**src/sv/assert_macros.svh**
```systemverilog
`ifndef ASSERT_MACROS_SVH
`define ASSERT_MACROS_SVH

// same-cycle implication, checked outside reset
`define HCBP_ASSERT_NOW(label, ante, cons) \
  label: assert property (@(posedge clk) disable iff (!rst_n) (ante) |-> (cons)) \
    else $error("hcbp assertion failed");

// next-cycle implication, checked outside reset
`define HCBP_ASSERT_NEXT(label, ante, cons) \
  label: assert property (@(posedge clk) disable iff (!rst_n) (ante) |=> (cons)) \
    else $error("hcbp assertion failed");

`endif

```
**src/sv/hcbp_ram.sv**
```systemverilog
`default_nettype none

module hcbp_ram #(
  parameter int unsigned WIDTH = 8,
  parameter int unsigned DEPTH = 256
) (
  input  wire logic                     clk,
  input  wire logic                     wr_en,
  input  wire logic [$clog2(DEPTH)-1:0] wr_addr,
  input  wire logic [WIDTH-1:0]         wr_data,
  input  wire logic                     rd_en,
  input  wire logic [$clog2(DEPTH)-1:0] rd_addr,
  output logic [WIDTH-1:0]              rd_data
);

  logic [WIDTH-1:0] mem_r [DEPTH];
  logic [WIDTH-1:0] rd_data_r;

  always_ff @(posedge clk) begin
    if (wr_en) begin
      mem_r[wr_addr] <= wr_data;
    end
    if (rd_en) begin
      rd_data_r <= mem_r[rd_addr];
    end
  end

  assign rd_data = rd_data_r;

endmodule

`default_nettype wire

```
**config.mk**
```make
export PLATFORM = sky130hd
export DESIGN_NAME = hcbp_ram
export DESIGN_NICKNAME = d
export VERILOG_FILES = /design/src/sv/assert_macros.svh /design/src/sv/hcbp_ram.sv
export SDC_FILE = /design/constraint.sdc
export NUM_CORES = 2
export LEC_CHECK = 0
export ABC_AREA = 1
export BUFFER_PORTS_ARGS = -buffer_cell sky130_fd_sc_hd__clkbuf_2
export CAP_MARGIN = 40
export CORE_MARGIN = 1.5
export CORE_UTILIZATION = 65
export DETAILED_ROUTE_END_ITERATION = 12
export PLACE_DENSITY_LB_ADDON = 0.12
export SYNTH_ARGS = -nofsm -noshare
export SYNTH_HDL_FRONTEND = slang
export SYNTH_SLANG_ARGS = --single-unit
```
**constraint.sdc**
```tcl
create_clock -name clk -period 3.26 [get_ports clk]
set_clock_uncertainty 0.1 [all_clocks]
set_input_delay 0.326 -clock clk [delete_from_list [all_inputs] [get_ports clk]]
set_output_delay 0.326 -clock clk [all_outputs]
set_load 0.1 [all_outputs]
```
After elaboration in Yosys (flattened, before gate mapping)
Memories as Yosys holds them, arrays and structs flattened. A register that Yosys moved wholly into a read port is not among the register bits.
Cells that the tools add are included.

operators by class
  multiplexer cells = 2

operators by type and width
  cell               number
  two-way mux 1 bit  2

storage, ports and cells
  flip-flop bits (word level) = 0
  word-level logic and storage cells = 3
  memories kept = 1
  input port bits = 27
  bits in writable memories = 2048
  output and inout bits = 8

memories
  memory  depth  width  read ports  clocked after Yosys merged registers in  wr ports  line            RTL
  mem_r   256    8      1           1                                        1         hcbp_ram.sv:16  logic [WIDTH-1:0] mem_r [DEPTH];

Logic depth before layout (Yosys ltp)
  depth in word-level cells = 2
  gate-level depth with buffers = 15
  gate-level depth less buffers = 11

Least setup slack after synthesis
No wires, ideal clock.

  path type = input -> register
  from = input wr_en
  to = memory mem_r[162][0] (enable)
  setup time = 0.370 ns
  stages on the path = 4
  path buffers = 2
  data required time = 2.790 ns
  path slack = 1.343 ns
  data arrival time = 1.447 ns
  cells stage by stage = clkbuf_1 nand3_1 clkbuf_1 nor2_1

on the way
  longest elaborated chain between the ends = 2

RTL lines
  item                                     line            RTL
  from (decl)                              hcbp_ram.sv:8   input wire logic wr_en,
  two-way mux 1 bit                        hcbp_ram.sv:20  if (wr_en) begin
  two-way mux 1 bit (implied by the code)  hcbp_ram.sv:21  mem_r[wr_addr] <= wr_data;
  to (decl)                                hcbp_ram.sv:16

No other way between the ends.

==> summary.txt <==
Hold Path Class: in -> reg
Yosys top cell area share: 73.96%
final net count: 7209
Post-CTS Setup Inserts: 0
Total Routing Usage GR: 34.52%
Yosys reg bits: 2056
I/O pins: 35
setup ws final: 0.7731 ns
register area: 61740 um^2
Slew Viols, Final: 0
Synth area leaders: edfxtp_1 (74%), nand3_1 (12%), nand2_1 (9.5%), buf_2 (1.6%), nor2_1 (1.3%)
Clock Path Buffers: 3
drt first pass iters: 7
HPWL after DPL: 133500 um
Slew headroom: 36.31%
busiest grt layer: met2
Achievable Freq: 402.1 MHz
WL per Instance: 24.98 um
Worst Max-Slew Pin Slew: 0.9554 ns
Initial Utilization: 65.46%
Post-Route Setup TNS: 0 ns
via count: 56.50k
Multi-input gate area: 19140 um^2
crit start category: input pin
filler instances: 8374
Mean Syn Cell Area: 11.92 um^2
clk sinks: 2056
Port Buffers: 34
grt met2 use: 53.02%
Die Y: 361.4 um
Net Count, Synth: 7030
final setup fails: 0
CTS tree: yes
Yosys warning count: 0
Clock Latency Late Sink: 0.83 ns
area leader, netlist: edfxtp_1
mapped cell area: 83480 um^2
CP Capture Type: flop
global-route wire length before repair: 333000 um
Detail Route Antenna Nets: 0
global route total overflow: 0
sequential-to-total area share from yosys stat: 73.96%
htree depth: 4
clock root cell: clkbuf_16
# DRC: 0
Iteration-0 DRC Markers: 8412
hold violation total from the final report: 0
min cycle time layout: 2.487 ns
initial antenna violation count: 5
crit-path max FO: 69
unique cell type count in the Yosys netlist: 13
largest net degree at the start of global routing: 115
core area: 127500 um^2
Crit Path Class: in -> reg
Worst Path Required: 3.84 ns
die area: 130600 um^2
routed vias/inst: 6.282
Arr. time, crit path: 3.07 ns
R2R cell count: 10
period utilisation layout: 76.29%
Area Overhead vs Synth: 12.03%
GPL Wtd Cong: 0.9121
status: complete, no violations
Leak Pwr: 0.03320 uW
met1 Usage GRT: 48.89%
Hold Path Cell Cnt: 3
pre-CTS setup slack: 0.06141 ns
Clock Pin Slew Worst Setup and Hold Paths: 0.06 ns
Cells after Synth: 7003
Die Wd: 361.4 um
number of CTS-inserted buffers: 196
maximum vdd drop: 0.5952 mV
site row count: 131
met3 usage: 7.370%
vias in the first global route: 53.07k
layout cell share with drive strength beyond 1: 9.715%
Max Cap Viol: 0
power density cells: 577.5 nW/um^2
WL final: 224600 um
RSZ-0062 raised after global routing: no
[synth_stat cells]
cell type and number:
buf_1 40, buf_2 268, buf_4 46, buf_6 16, buf_8 1, clkbuf_1 112, edfxtp_1 2056, inv_1 36
inv_2 2, inv_4 1, nand2_1 2123, nand3_1 2019, nor2_1 283
[through the flow]
| stage | std cells | cell area [um^2] | power [uW] | hold WS, ns | util, % |
|---|---|---|---|---|---|
| CTS | 8991 | 93520 | 54050 | 0.05101 | 73.33 |
| finish | 8993 | 93520 | 54010 | 0.1072 | 73.34 |
| detailed placement | 8637 | 87510 | 33150 | 0.7259 | 68.63 |
| global route | 8991 | 93520 | 55300 | 0.1223 | 73.33 |
| global placement | 8634 | 87470 | 33100 | 0.7218 | 68.59 |
| floorplan | 7003 | 83480 | 31600 | 0.3249 | - |
[registers in the layout (all words and copies together), names as in the netlist]
signal   count
mem_r     2048
rd_data      8
[routing by layer]
layer  part of all wire (%)  wire length [um]
met3                     12             26730
met2                     46            103800
met1                     38             84980
met4                    4.0              9077
met5                  0.035                79
[placed cells by master (no fill, tap or decap)]
cell type and instances:
buf_12 73, buf_16 1, buf_4 348, buf_8 11
bufinv_16 9, clkbuf_1 49, clkbuf_16 203, clkbuf_2 22
clkinv_1 44, clkinv_2 36, clkinv_4 1, diode_2 2
dlygate4sd3_1 9, edfxtp_1 2056, inv_1 34, inv_16 1
inv_2 1, inv_4 1, inv_6 3, inv_8 2
nand2_1 2123, nand3_1 2019, nor2_1 283
[worst max-delay path: stages]
cell     delay (ns)
buf_8          0.17
inv_16         0.34
buf_12         0.35
buf_4          0.34
nand2_1        0.09
nand3_1        0.08
nand3_1        0.09
nand3_1        0.15
nand3_1        0.20
nand3_1        0.13
nand3_1        0.14
nand2_1        0.16
nand2_1        0.25
nand2_1        0.18
[final cells by class]
cell class | instances | area share [%]
Clock inverter | 93 | 0.6957
Antenna cell | 2 | 0.005352
Timing Repair Buffer | 464 | 4.776
Tap cell | 1662 | 2.224
Multi-Input combinational cell | 4425 | 20.46
Inverter | 39 | 0.1927
Clock buffer | 252 | 5.628
Sequential cell | 2056 | 66.02
[worst paths after layout]
path / start / to / slack (ns)
worst max-delay path: rd_addr[0] / rd_data[6]$_DFFE_PP_ / 0.77
worst min-delay path: rd_addr[7] / rd_data[2]$_DFFE_PP_ / 0.11
worst max register to register: mem_r[143][5]$_DFFE_PP_ / rd_data[5]$_DFFE_PP_ / 0.98
worst min register to register: mem_r[30][5]$_DFFE_PP_ / rd_data[5]$_DFFE_PP_ / 0.94
[power breakdown]
| part | switching (uW) | internal, uW |
|---|---|---|
| registers | 25.0 | 29100 |
| logic | 2630 | 890 |
| clock network | 9320 | 12000 |
[cells by family (layout without fill, tap and decap cells)]
family,after synthesis,after routing,share of synthesized area (%)
AND/OR/NAND/NOR,4425,4425,22.92
flip-flops,2056,2056,73.96
buffers and inverters,522,848,3.116
other,0,2,0
[repair_timing]
item,4_1_cts,5_1_grt
resized for setup,0,0
hold buffers,9,0
endpoints found under the hold margin,514,0
No activity file was read; power rests on OpenSTA's default activity.
