File: config.mk
export PLATFORM = sky130hd
export DESIGN_NAME = hcbp_pack
export DESIGN_NICKNAME = d
export VERILOG_FILES = /design/src/sv/assert_macros.svh /design/src/sv/hcbp_pkg.sv /design/src/sv/hcbp_pack.sv
export SDC_FILE = /design/constraint.sdc
export NUM_CORES = 1
export LEC_CHECK = 0
export ABC_AREA = 1
export BUFFER_PORTS_ARGS = -buffer_cell sky130_fd_sc_hd__buf_2
export CAP_MARGIN = 20
export CORE_ASPECT_RATIO = 0.6
export CORE_MARGIN = 3
export CORE_UTILIZATION = 45
export CTS_CLUSTER_DIAMETER = 30
export DETAILED_ROUTE_END_ITERATION = 12
export PLACE_DENSITY = 0.65
export SETUP_SLACK_MARGIN = 0.2
export SYNTH_ARGS = -nofsm -noshare
export SYNTH_HDL_FRONTEND = slang
export SYNTH_SLANG_ARGS = --single-unit
File: constraint.sdc
create_clock -name clk -period 5.91 [get_ports clk]
set_input_delay 1.182 -clock clk [delete_from_list [all_inputs] [get_ports clk]]
set_output_delay 1.182 -clock clk [all_outputs]
set_load 0.005 [all_outputs]
File: src/sv/assert_macros.svh
`ifndef ASSERT_MACROS_SVH
`define ASSERT_MACROS_SVH

// same-cycle implication, checked outside reset
`define HCBP_ASSERT_NOW(label, ante, cons) \
  label: assert property (@(posedge clk) disable iff (!rst_n) (ante) |-> (cons)) \
    else $error("hcbp assertion failed");

// next-cycle implication, checked outside reset
`define HCBP_ASSERT_NEXT(label, ante, cons) \
  label: assert property (@(posedge clk) disable iff (!rst_n) (ante) |=> (cons)) \
    else $error("hcbp assertion failed");

`endif

File: src/sv/hcbp_pkg.sv
`default_nettype none

package hcbp_pkg;

  localparam int unsigned CODE_W = 32;
  localparam int unsigned LEN_W = 6;
  localparam int unsigned SYM_W = 8;
  localparam int unsigned BYTE_W = 8;
  localparam int unsigned PEND_W = 7;
  localparam int unsigned PCNT_W = 3;
  localparam int unsigned ACC_W = PEND_W + CODE_W;
  localparam int unsigned QCNT_W = 3;
  localparam int unsigned TABLE_DEPTH = 256;

  localparam logic [1:0] REQ_LOAD = 2'd0;
  localparam logic [1:0] REQ_ENCODE = 2'd1;
  localparam logic [1:0] REQ_FLUSH = 2'd2;

  localparam logic [BYTE_W-1:0] ASCII_EIGHT = 8'h38;
  localparam logic [QCNT_W-1:0] FLUSH_BYTES = 3'd2;

  typedef struct packed {
    logic valid;
    logic flush;
  } hcbp_s1_t;

  typedef struct packed {
    logic [CODE_W-1:0] code;
    logic [LEN_W-1:0]  len;
  } hcbp_entry_t;

endpackage

`default_nettype wire

File: src/sv/hcbp_pack.sv
`default_nettype none

module hcbp_pack (
  input  wire logic                          clk,
  input  wire logic                          rst_n,
  input  wire hcbp_pkg::hcbp_s1_t            s1,
  input  wire hcbp_pkg::hcbp_entry_t         entry,
  output logic                               s1_go,
  output logic                               out_valid,
  input  wire logic                          out_stall,
  output logic [hcbp_pkg::BYTE_W-1:0]        out_byte,
  output logic                               out_last
);

  import hcbp_pkg::*;

  logic [PEND_W-1:0] pend_bits_r, pend_bits_nxt;
  logic [PCNT_W-1:0] pend_cnt_r, pend_cnt_nxt;
  logic [CODE_W-1:0] q_data_r, q_data_nxt;
  logic [QCNT_W-1:0] q_cnt_r, q_cnt_nxt;

  logic [ACC_W-1:0]  acc;
  logic [LEN_W-1:0]  total;
  logic [QCNT_W-1:0] nbytes;
  logic [PEND_W-1:0] pend_after;
  logic [QCNT_W-1:0] emit_cnt;
  logic [CODE_W-1:0] emit_data;
  logic              q_free;
  logic              q_pop;

  always_comb begin
    acc = ACC_W'(pend_bits_r) | (ACC_W'(entry.code) << pend_cnt_r);
    total = LEN_W'(pend_cnt_r) + entry.len;
    nbytes = total[LEN_W-1:3];
    unique case (nbytes)
      3'd0:    pend_after = acc[6:0];
      3'd1:    pend_after = acc[14:8];
      3'd2:    pend_after = acc[22:16];
      3'd3:    pend_after = acc[30:24];
      3'd4:    pend_after = acc[38:32];
      default: pend_after = acc[6:0];
    endcase
  end

  // flush: padded remainder byte, then trailer
  always_comb begin
    if (s1.flush) begin
      emit_cnt = FLUSH_BYTES;
      emit_data = {16'd0, ASCII_EIGHT - BYTE_W'(pend_cnt_r), 1'b0, pend_bits_r};
    end else begin
      emit_cnt = nbytes;
      emit_data = acc[CODE_W-1:0];
    end
  end

  assign q_pop = out_valid && !out_stall;
  assign q_free = (q_cnt_r == '0) || ((q_cnt_r == QCNT_W'(1)) && !out_stall);
  assign s1_go = s1.valid && ((emit_cnt == '0) || q_free);

  always_comb begin
    pend_bits_nxt = pend_bits_r;
    pend_cnt_nxt = pend_cnt_r;
    if (s1_go) begin
      if (s1.flush) begin
        pend_bits_nxt = '0;
        pend_cnt_nxt = '0;
      end else begin
        pend_bits_nxt = pend_after;
        pend_cnt_nxt = total[PCNT_W-1:0];
      end
    end
  end

  always_comb begin
    q_data_nxt = q_data_r;
    q_cnt_nxt = q_cnt_r;
    priority if (s1_go && (emit_cnt != '0)) begin
      q_data_nxt = emit_data;
      q_cnt_nxt = emit_cnt;
    end else if (q_pop) begin
      q_data_nxt = q_data_r >> BYTE_W;
      q_cnt_nxt = q_cnt_r - QCNT_W'(1);
    end
  end

  always_ff @(posedge clk) begin
    if (!rst_n) begin
      pend_bits_r <= '0;
      pend_cnt_r <= '0;
      q_cnt_r <= '0;
    end else begin
      pend_bits_r <= pend_bits_nxt;
      pend_cnt_r <= pend_cnt_nxt;
      q_cnt_r <= q_cnt_nxt;
    end
  end

  always_ff @(posedge clk) begin
    q_data_r <= q_data_nxt;
  end

  assign out_valid = (q_cnt_r != '0);
  assign out_byte = q_data_r[BYTE_W-1:0];
  assign out_last = (q_cnt_r == QCNT_W'(1));

endmodule

`default_nettype wire

Yosys cells after proc, flatten, opt, wreduce, memory -nomap -nowiden
Index checks and enable logic that the tools add are counted.
{ "classes": {"addsub": 3, "eq_ne": 5, "n_shift": 1, "muxes": 9, "bitwise_logic": 1, "reduce_logical": 12} }
{ "ops": {"columns": ["op", "count"], "rows": [
  ["two-way mux 32 bit", 3],
  ["OR 7 x 39 -> 39 bit", 1],
  ["left shift 32 x 3 -> 39 bit", 1],
  ["case mux 7 bit (4 select lines)", 1],
  ["two-way mux 3 bit", 4],
  ["two-way mux 7 bit", 1],
  ["subtractor 6 x 3 -> 7 bit, first input constant", 1],
  ["adder 3 x 6 -> 6 bit", 1],
  ["equality test 3 x 1 -> 1 bit, second input constant", 2],
  ["equality test 3 x 2 -> 1 bit, second input constant", 2],
  ["zero test 3 bit", 2],
  ["nonzero test 3 bit", 2],
  ["logical AND 1 bit", 4],
  ["equality test 3 bit, second input constant", 1],
  ["subtractor 3 x 1 -> 3 bit, second input constant", 1],
  ["logical OR 1 bit", 2],
  ["nonzero test 2 bit", 1],
  ["zero test 1 bit", 1]
]} }
{ "totals": {"register_bits": 45, "in_bits": 43} }

Logic depth before layout (Yosys ltp)
Gate-level depths: netlist of run 1.
{ "depth": {"ltp_word": 7, "mapped_depth": 15} }

Worst setup path before layout of run 1
Ideal clock, no wire load.
{ "synth_timing": {"kind": "input -> output", "from": "input entry[0] (netlist name)", "to": "output s1_go", "arrival_time_ns": 2.677, "t_required_ns": 4.728, "slack_ns": 2.051, "cell_stages": 12, "path_buffers": 1, "path_cell_list": "ha_1 fa_1 nand3_1 nand2_1 nand2_1 nand2_2 nor2_2 nand3_2 nand2_1 nand2_1 buf_2 inv_1"} }
{ "synth_via": {"elab_chain_len": 5} }
{ "synth_lines": {"columns": ["item", "line_no", "source"], "rows": [
  ["start, declared", "hcbp_pack.sv:7", "input wire hcbp_pkg::hcbp_entry_t entry,"],
  ["adder 3 x 6 -> 6 bit", "hcbp_pack.sv:33", "total = LEN_W'(pend_cnt_r) + entry.len;"],
  ["two-way mux 3 bit", "hcbp_pack.sv:47", "if (s1.flush) begin"],
  ["zero test 3 bit", "hcbp_pack.sv:58", "assign s1_go = s1.valid && ((emit_cnt == '0) || q_free);"],
  ["logical OR 1 bit", "hcbp_pack.sv:58", null],
  ["logical AND 1 bit", "hcbp_pack.sv:58", null],
  ["end, declared", "hcbp_pack.sv:8", "output logic s1_go,"]
]} }
Every way passes these cells.

Worst setup path after layout of run 1
Same ends and word-level chain as after synthesis.

==> impl_metrics.py, run 1 <==
metrics = {
    "power": {
        "total_power_mw": 1.626,
        "ir_drop_mv": 0.1558,
        "p_per_area_mw_per_mm2": 385.1,
        "power.leakage_nw": 2.006,
    },
    "sta": {
        "finalCritPeriodShare_pct": 73.08,
        "tns_ns": 0,
        "tightest_slew_ns": 0.6273,
        "relSlewSlack_pct": 58.12,
        "fin_crit_ns": 4.319,
        "setup_slack_ns": 1.591,
        "timing.final.hold_violations": 0,
        "skew_ns": 0.005389,
        "grt_setup_unrepaired": "no",
        "fmax_mhz": 231.5,
        "setup_viol": 0,
        "slew_viol_final": 0,
        "hold_slack_ns": 0.4663,
    },
    "clocking": {
        "cts_hold_buf": 0,
        "cts_resized": 0,
        "clk_pin_slew_ns": 0.06,
        "numCtsBuffers": 5,
        "root_buffer": "clkbuf_16",
        "h-tree-depth": 2,
        "cts_tree": "built",
        "clock_path_buffers": 2,
        "cts.sinks": 45,
        "clkLatencyLatePin_ns": 0.29,
        "postCtsSetupRepairBufs": 0,
    },
    "worst_setup_path": {
        "cp-start-kind": "input pin",
        "arrival_ns": 3.14,
        "critical_path_required_ns": 4.73,
        "crit_top_cell": "nand2_1",
        "critPathKind": "input pin to output pin",
        "cp_slowest_cell": "fa_1",
        "cp_max_fo": 11,
        "slowest_delay_ns": 0.41,
        "critPathCaptureType": "output pin",
        "cp_cell_sequence": "buf_2 > ha_1 > fa_1 > nand3_1 > nand2_1 > nand2_1 > nand2_2 > nor2_2 > nand3_2 > nand2_1 > nand2_1 > inv_1 > buf_2",
    },
    "drt": {
        "drt_wl_total_um": 10820,
        "initialDrtViolationCount": 544,
        "antenna_left": 0,
        "num_vias": 4081,
        "drc": 0,
        "wl_per_cell_um": 14.65,
        "via_per_inst": 5.522,
        "first_pass_iters": 5,
    },
    "global_routing": {
        "grt_pass1_wl_um": 17570,
        "grt_antenna_before_repair": 0,
        "grt_use_met2_pct": 33.37,
        "grt_usage_pct": 22.23,
        "grtUsageMet3_pct": 4.402,
        "grt_most_used_layer": "met2",
        "grt_util_met1_pct": 33.16,
        "grt_remaining_overflow": 0,
        "grt_max_degree": 39,
        "grt_pass1_vias": 3514,
    },
    "synthesis": {
        "synth-simple-area-share_pct": 44.75,
        "synth_cell_types": 33,
        "mappedNetlistArea_mm2": 0.003870,
        "synth-adder-area-share_pct": 2.780,
        "synth_compound_area_share_pct": 10.38,
        "synth_xor_area_share_pct": 0.6790,
        "synth_cells": 604,
        "synth_seq_area_share_pct": 31.56,
        "ys_warn_count": 0,
        "muxShareOfSynthArea_pct": 0,
        "synth_top_family_by_area": "simple AND/OR/NAND/NOR gates",
        "syn-num-nets": 655,
        "avgSynthCellArea_um2": 6.407,
        "ys_ff_latch": 45,
    },
    "outcome": {
        "outcome": "finished, final reports clean",
    },
    "floorplanning": {
        "die_x_um": 125.7,
        "core_mm2": 0.008102,
        "design.portCount": 54,
        "placementRows": 25,
        "initial_core_util_pct": 47.77,
        "die_h_um": 77.84,
        "die_area_mm2": 0.009785,
    },
    "layout": {
        "nets": 681,
        "stdcell_area_mm2": 0.004223,
        "drive_gt1_share_pct": 13.79,
        "instances_no_fill": 739,
        "post-route-util_pct": 52.12,
        "antenna_cells": 0,
        "fill_cells": 827,
        "areaGrowthSynthToFinish_pct": 9.117,
    },
    "placed_design": {
        "placed_area_mm2": 0.004076,
        "dp_cells": 731,
        "place_congestion": 0.9391,
        "place_ws_ns": 1.593,
        "port_buffers": 53,
        "dp_hpwl_um": 8332,
    },
    "min_path": {
        "min_path_type": "flop to flop",
    },
    "run": {
        "drv_cap": 0,
    },
}
-- Yosys cell counts, drive strengths merged --
| master | number | share of area [%] |
|---|---|---|
| a21oi | 16 | 2.3 |
| ha | 7 | 2.3 |
| a31oi | 4 | 0.65 |
| and2 | 1 | 0.16 |
| fa | 1 | 0.52 |
| inv | 38 | 3.7 |
| nor2 | 48 | 5.1 |
| clkbuf | 8 | 0.78 |
| o22a | 2 | 0.45 |
| nor3 | 3 | 0.39 |
| buf | 31 | 5.2 |
| nand2 | 218 | 21 |
| or2 | 1 | 0.16 |
| a22o | 7 | 1.6 |
| edfxtp | 32 | 25 |
| dfxtp | 13 | 6.7 |
| o21ai | 36 | 4.8 |
| nand3 | 130 | 18 |
| xor2 | 3 | 0.68 |
| clkinv | 2 | 0.19 |
| o31ai | 3 | 0.58 |
-- logic make-up (layout without fill, tap and decap cells) --
family          count (synthesis)  in the layout
compound gates                 68             68
xor+xnor                        3              3
fa+ha+maj                       8              8
buf+inv                        79            106
flops                          45             45
simple gates                  401            401
-- cell type report --
cell class | instances | area (µm²) | area share [%]
Sequential cell | 45 | 1221 | 28.92
Clock buffer | 8 | 146.4 | 3.467
Multi-Input combinational cell | 480 | 2267 | 53.69
Tap cell | 108 | 135.1 | 3.200
Timing Repair Buffer | 58 | 302.8 | 7.170
Inverter | 40 | 150.1 | 3.556
-- path summary, 6_finish.rpt --
| kind | startpoint | endpoint | slack, ns | depth (start not counted) |
|---|---|---|---|---|
| max | entry[0] | s1_go | 1.59 | 13 |
| min | pend_bits_r[4] | pend_bits_r[4] | 0.47 | 2 |
| max reg2reg | pend_cnt_r[2] | q_cnt_r[1] | 2.52 | 13 |
| min reg2reg | pend_bits_r[4] | pend_bits_r[4] | 0.47 | 2 |
-- worst max-delay path, delay by kind of cell --
family / cells / cell delay, ns
buffers and inverters: 3 / 0.34
AND/OR/NAND/NOR: 8 / 0.98
adder cells (fa/ha/maj): 2 / 0.65
-- sequential cells by signal, indices dropped and copies added (netlist names) --
signal,cells
pend_bits_r,7
pend_cnt_r,3
q_cnt_r,3
q_data_r,32
-- routing by layer --
layer | wire length, µm | part of all wire (%)
met4 | 108 | 1.0
met5 | 0 | 0
met2 | 4680 | 43
met3 | 789 | 7.3
met1 | 5244 | 48
-- report_power, final --
group	internal (mW)	leakage, nW	switching, mW
Sequential	0.538	0.424	0.0404
Clock	0.168	0.0712	0.106
Combinational	0.250	1.51	0.523
-- cell usage in the layout (no fill, tap or decap), types with 3 or more instances in the layout --
cell       count
buf_4          5
buf_2         53
a22o_1         7
o21ai_1        4
clkbuf_16      5
nor2_2         4
xor2_1         3
nand2_2        4
inv_2          5
nand3_2        3
ha_1           7
inv_1         33
nor3_1         3
dfxtp_1       13
nand3_1      126
edfxtp_1      32
o21ai_0       30
a21oi_1       14
nand2_1      214
nor2_1        43
a31oi_1        4
o31ai_1        3
No activity file was read; power rests on OpenSTA's default activity.
==> run 2: changes to the inputs <==
--- a/config.mk
+++ b/config.mk
@@ -5,7 +5,7 @@
 export SDC_FILE = /design/constraint.sdc
 export NUM_CORES = 1
 export LEC_CHECK = 0
-export ABC_AREA = 1
+export ABC_AREA = 0
 export BUFFER_PORTS_ARGS = -buffer_cell sky130_fd_sc_hd__buf_2
 export CAP_MARGIN = 20
 export CORE_ASPECT_RATIO = 0.6
@@ -13,7 +13,6 @@
 export CORE_UTILIZATION = 45
 export CTS_CLUSTER_DIAMETER = 30
 export DETAILED_ROUTE_END_ITERATION = 12
-export PLACE_DENSITY = 0.65
 export SETUP_SLACK_MARGIN = 0.2
 export SYNTH_ARGS = -nofsm -noshare
 export SYNTH_HDL_FRONTEND = slang
==> constraint.sdc (replaced) <==
create_clock -name clk -period 4.4 [get_ports clk]
set_input_delay 0.88 -clock clk [delete_from_list [all_inputs] [get_ports clk]]
set_output_delay 0.88 -clock clk [all_outputs]
set_load 0.005 [all_outputs]
==> run 2 against run 1 <==
Effect of this change:
- synthesized cell count decreased by 29%
- wire length increased by 15%
- sequential power increased by 31%
- critical path depth decreased by 4
- die area increased by 5.4%
- largest cell class unchanged
- largest power group unchanged
==> impl_metrics.py, run 2 <==
metrics = {
    "layout": {
        "final_common_cell": "nand2_1",
        "areaGrowthSynthToFinish_pct": 10.09,
        "instances_no_fill": 576,
        "antenna_cells": 0,
        "stdcell_area_mm2": 0.004506,
        "largest_reg_flops": 32,
        "post-route-util_pct": 51.87,
        "nets": 514,
        "top_regs": "q_data_r: 32 flops, pend_bits_r: 7 flops",
        "final_cell_mix": "nand2_1 (57), buf_2 (53), a21oi_1 (34)",
        "drive_gt1_share_pct": 25.86,
        "regMostFlops": "q_data_r",
    },
    "floorplanning": {
        "initial_core_util_pct": 47.12,
        "die_x_um": 129.1,
        "core_mm2": 0.008686,
        "die_h_um": 79.87,
        "die_area_mm2": 0.01031,
        "placementRows": 26,
        "design.portCount": 54,
    },
    "placed_design": {
        "place_congestion": 0.9344,
        "placed_area_mm2": 0.004355,
        "dp_cells": 568,
        "port_buffers": 53,
        "dp_hpwl_um": 9727,
        "place_ws_ns": 0.7049,
    },
    "sta": {
        "setup_slack_ns": 0.7921,
        "relSlewSlack_pct": 31.20,
        "fmax_mhz": 277.2,
        "skew_ns": 0.007203,
        "setup_viol": 0,
        "tightest_slew_ns": 1.031,
        "finalCritPeriodShare_pct": 82.00,
        "tns_ns": 0,
        "fin_crit_ns": 3.608,
        "grt_setup_unrepaired": "no",
        "slew_viol_final": 0,
        "timing.final.hold_violations": 0,
    },
    "clocking": {
        "cts.sinks": 45,
        "cts_tree": "built",
        "root_buffer": "clkbuf_16",
        "cts_resized": 0,
        "numCtsBuffers": 5,
        "cts_hold_buf": 0,
        "clk_pin_slew_ns": 0.07,
        "postCtsSetupRepairBufs": 0,
        "clock_path_buffers": 2,
        "clkLatencyLatePin_ns": 0.30,
        "h-tree-depth": 2,
    },
    "synthesis": {
        "ys_warn_count": 0,
        "synth-simple-area-share_pct": 14.95,
        "yosysTopAreaCell": "edfxtp_1",
        "synth_edf_count": 32,
        "yosys-top-cells-count": "nand2_1 (57), a21oi_1 (34), edfxtp_1 (32), nor2_1 (32), o21ai_0 (30)",
        "mappedNetlistArea_mm2": 0.004093,
        "synth_top_area_share_pct": 23.48,
        "synth_top_family_by_area": "multiplexers",
        "syn-num-nets": 480,
        "avgSynthCellArea_um2": 9.540,
        "synth_xor_area_share_pct": 0.6420,
        "yosysMostFrequentCell": "nand2_1",
        "synth_cells": 429,
        "muxShareOfSynthArea_pct": 23.36,
        "synth_cell_types": 66,
        "synth-adder-area-share_pct": 2.629,
        "synth_flop_cell": "edfxtp_1",
        "synth_seq_area_share_pct": 29.84,
        "async_flop_share_pct": 0,
        "yosys-top-cells-area": "edfxtp_1 (23%), mux4_2 (9.4%), dfxtp_1 (6.4%)",
        "synth_compound_area_share_pct": 21.83,
        "ys_ff_latch": 45,
    },
    "worst_setup_path": {
        "critPathCaptureType": "output pin",
        "rr_worst_depth": 8,
        "critPathKind": "input pin to output pin",
        "slowest_delay_ns": 0.49,
        "cp-start-kind": "input pin",
        "cp_slowest_cell": "fa_1",
        "arrival_ns": 2.73,
        "cp_max_fo": 5,
        "cp_cell_sequence": "buf_2 > ha_1 > fa_1 > and3_1 > o22ai_1 > a211oi_4 > o21ai_2 > inv_1 > buf_2",
        "crit_top_cell": "buf_2",
        "critical_path_required_ns": 3.52,
    },
    "global_routing": {
        "grt_pass1_vias": 3331,
        "grt_pass1_wl_um": 19510,
        "grt_remaining_overflow": 0,
        "grt_antenna_before_repair": 0,
        "grt_usage_pct": 25.20,
        "grt_max_degree": 45,
    },
    "power": {
        "power.leakage_nw": 1.699,
        "ir_drop_mv": 0.2461,
        "p_per_area_mw_per_mm2": 489.1,
    },
    "drt": {
        "initialDrtViolationCount": 387,
        "antenna_left": 0,
        "via_per_inst": 6.313,
        "num_vias": 3636,
        "drc": 0,
        "drt_wl_total_um": 12420,
        "first_pass_iters": 5,
        "wl_per_cell_um": 21.56,
    },
    "run": {
        "drv_cap": 0,
    },
    "min_path": {
        "min_path_type": "flop to flop",
        "hold_depth": 2,
    },
    "outcome": {
        "outcome": "finished, final reports clean",
    },
}
-- run 2: through the flow --
step	hold slack (ns)	total power, mW
2_1_floorplan	0.4281	1.517
3_3_place_gp	0.4494	1.787
3_5_place_dp	0.4582	1.799
4_1_cts	0.4684	2.192
5_1_grt	0.4932	2.340
6_report	0.4687	2.204
-- run 2: cell families after synthesis --
| family | Yosys count |
|---|---|
| AO/OA/AOI/OAI | 129 |
| XOR/XNOR | 3 |
| adder cells (fa/ha/maj) | 8 |
| buffers and inverters | 49 |
| flip-flops | 45 |
| multiplexers | 64 |
| AND/OR/NAND/NOR | 131 |
-- run 2: worst paths after layout --
check | start | end | slack (ns)
worst max register to register | pend_cnt_r[0] | q_data_r[19] | 1.38
worst min register to register | pend_bits_r[4] | pend_bits_r[4] | 0.47
worst max-delay path | entry[0] | s1_go | 0.79
worst min-delay path | pend_bits_r[4] | pend_bits_r[4] | 0.47
-- run 2: final cells by class --
| cell class | instances | area, µm² |
|---|---|---|
| clock buffer | 5 | 125.1 |
| clock inverter | 3 | 25.02 |
| fill | 840 | 4180 |
| inverter | 13 | 48.80 |
| multi-input combinational | 335 | 2603 |
| sequential | 45 | 1224 |
| tap | 112 | 140.1 |
| timing repair buffer | 63 | 340.3 |
-- run 2: worst max-delay path, delay by kind of cell --
family	cells	cell delay, ns
buf+inv	3	0.27
compound gates	3	0.62
simple gates	1	0.20
fa+ha+maj	2	0.75
-- run 2: metal layers --
layer	up-vias	track usage (%)	routed length, µm
met5	-	0	0
met4	0	4.717	110
met3	17	7.687	1399
met2	200	30.79	4509
met1	1708	41.74	6397
li1	1711	-	-
-- run 2: power breakdown --
group | internal [mW] | leakage, nW | switching (mW) | total, mW
Clock | 0.214 | 0.0704 | 0.180 | 0.394
Combinational | 0.399 | 1.20 | 0.651 | 1.05
Sequential | 0.707 | 0.424 | 0.0533 | 0.760
Total | 1.32 | 1.70 | 0.884 | 2.20
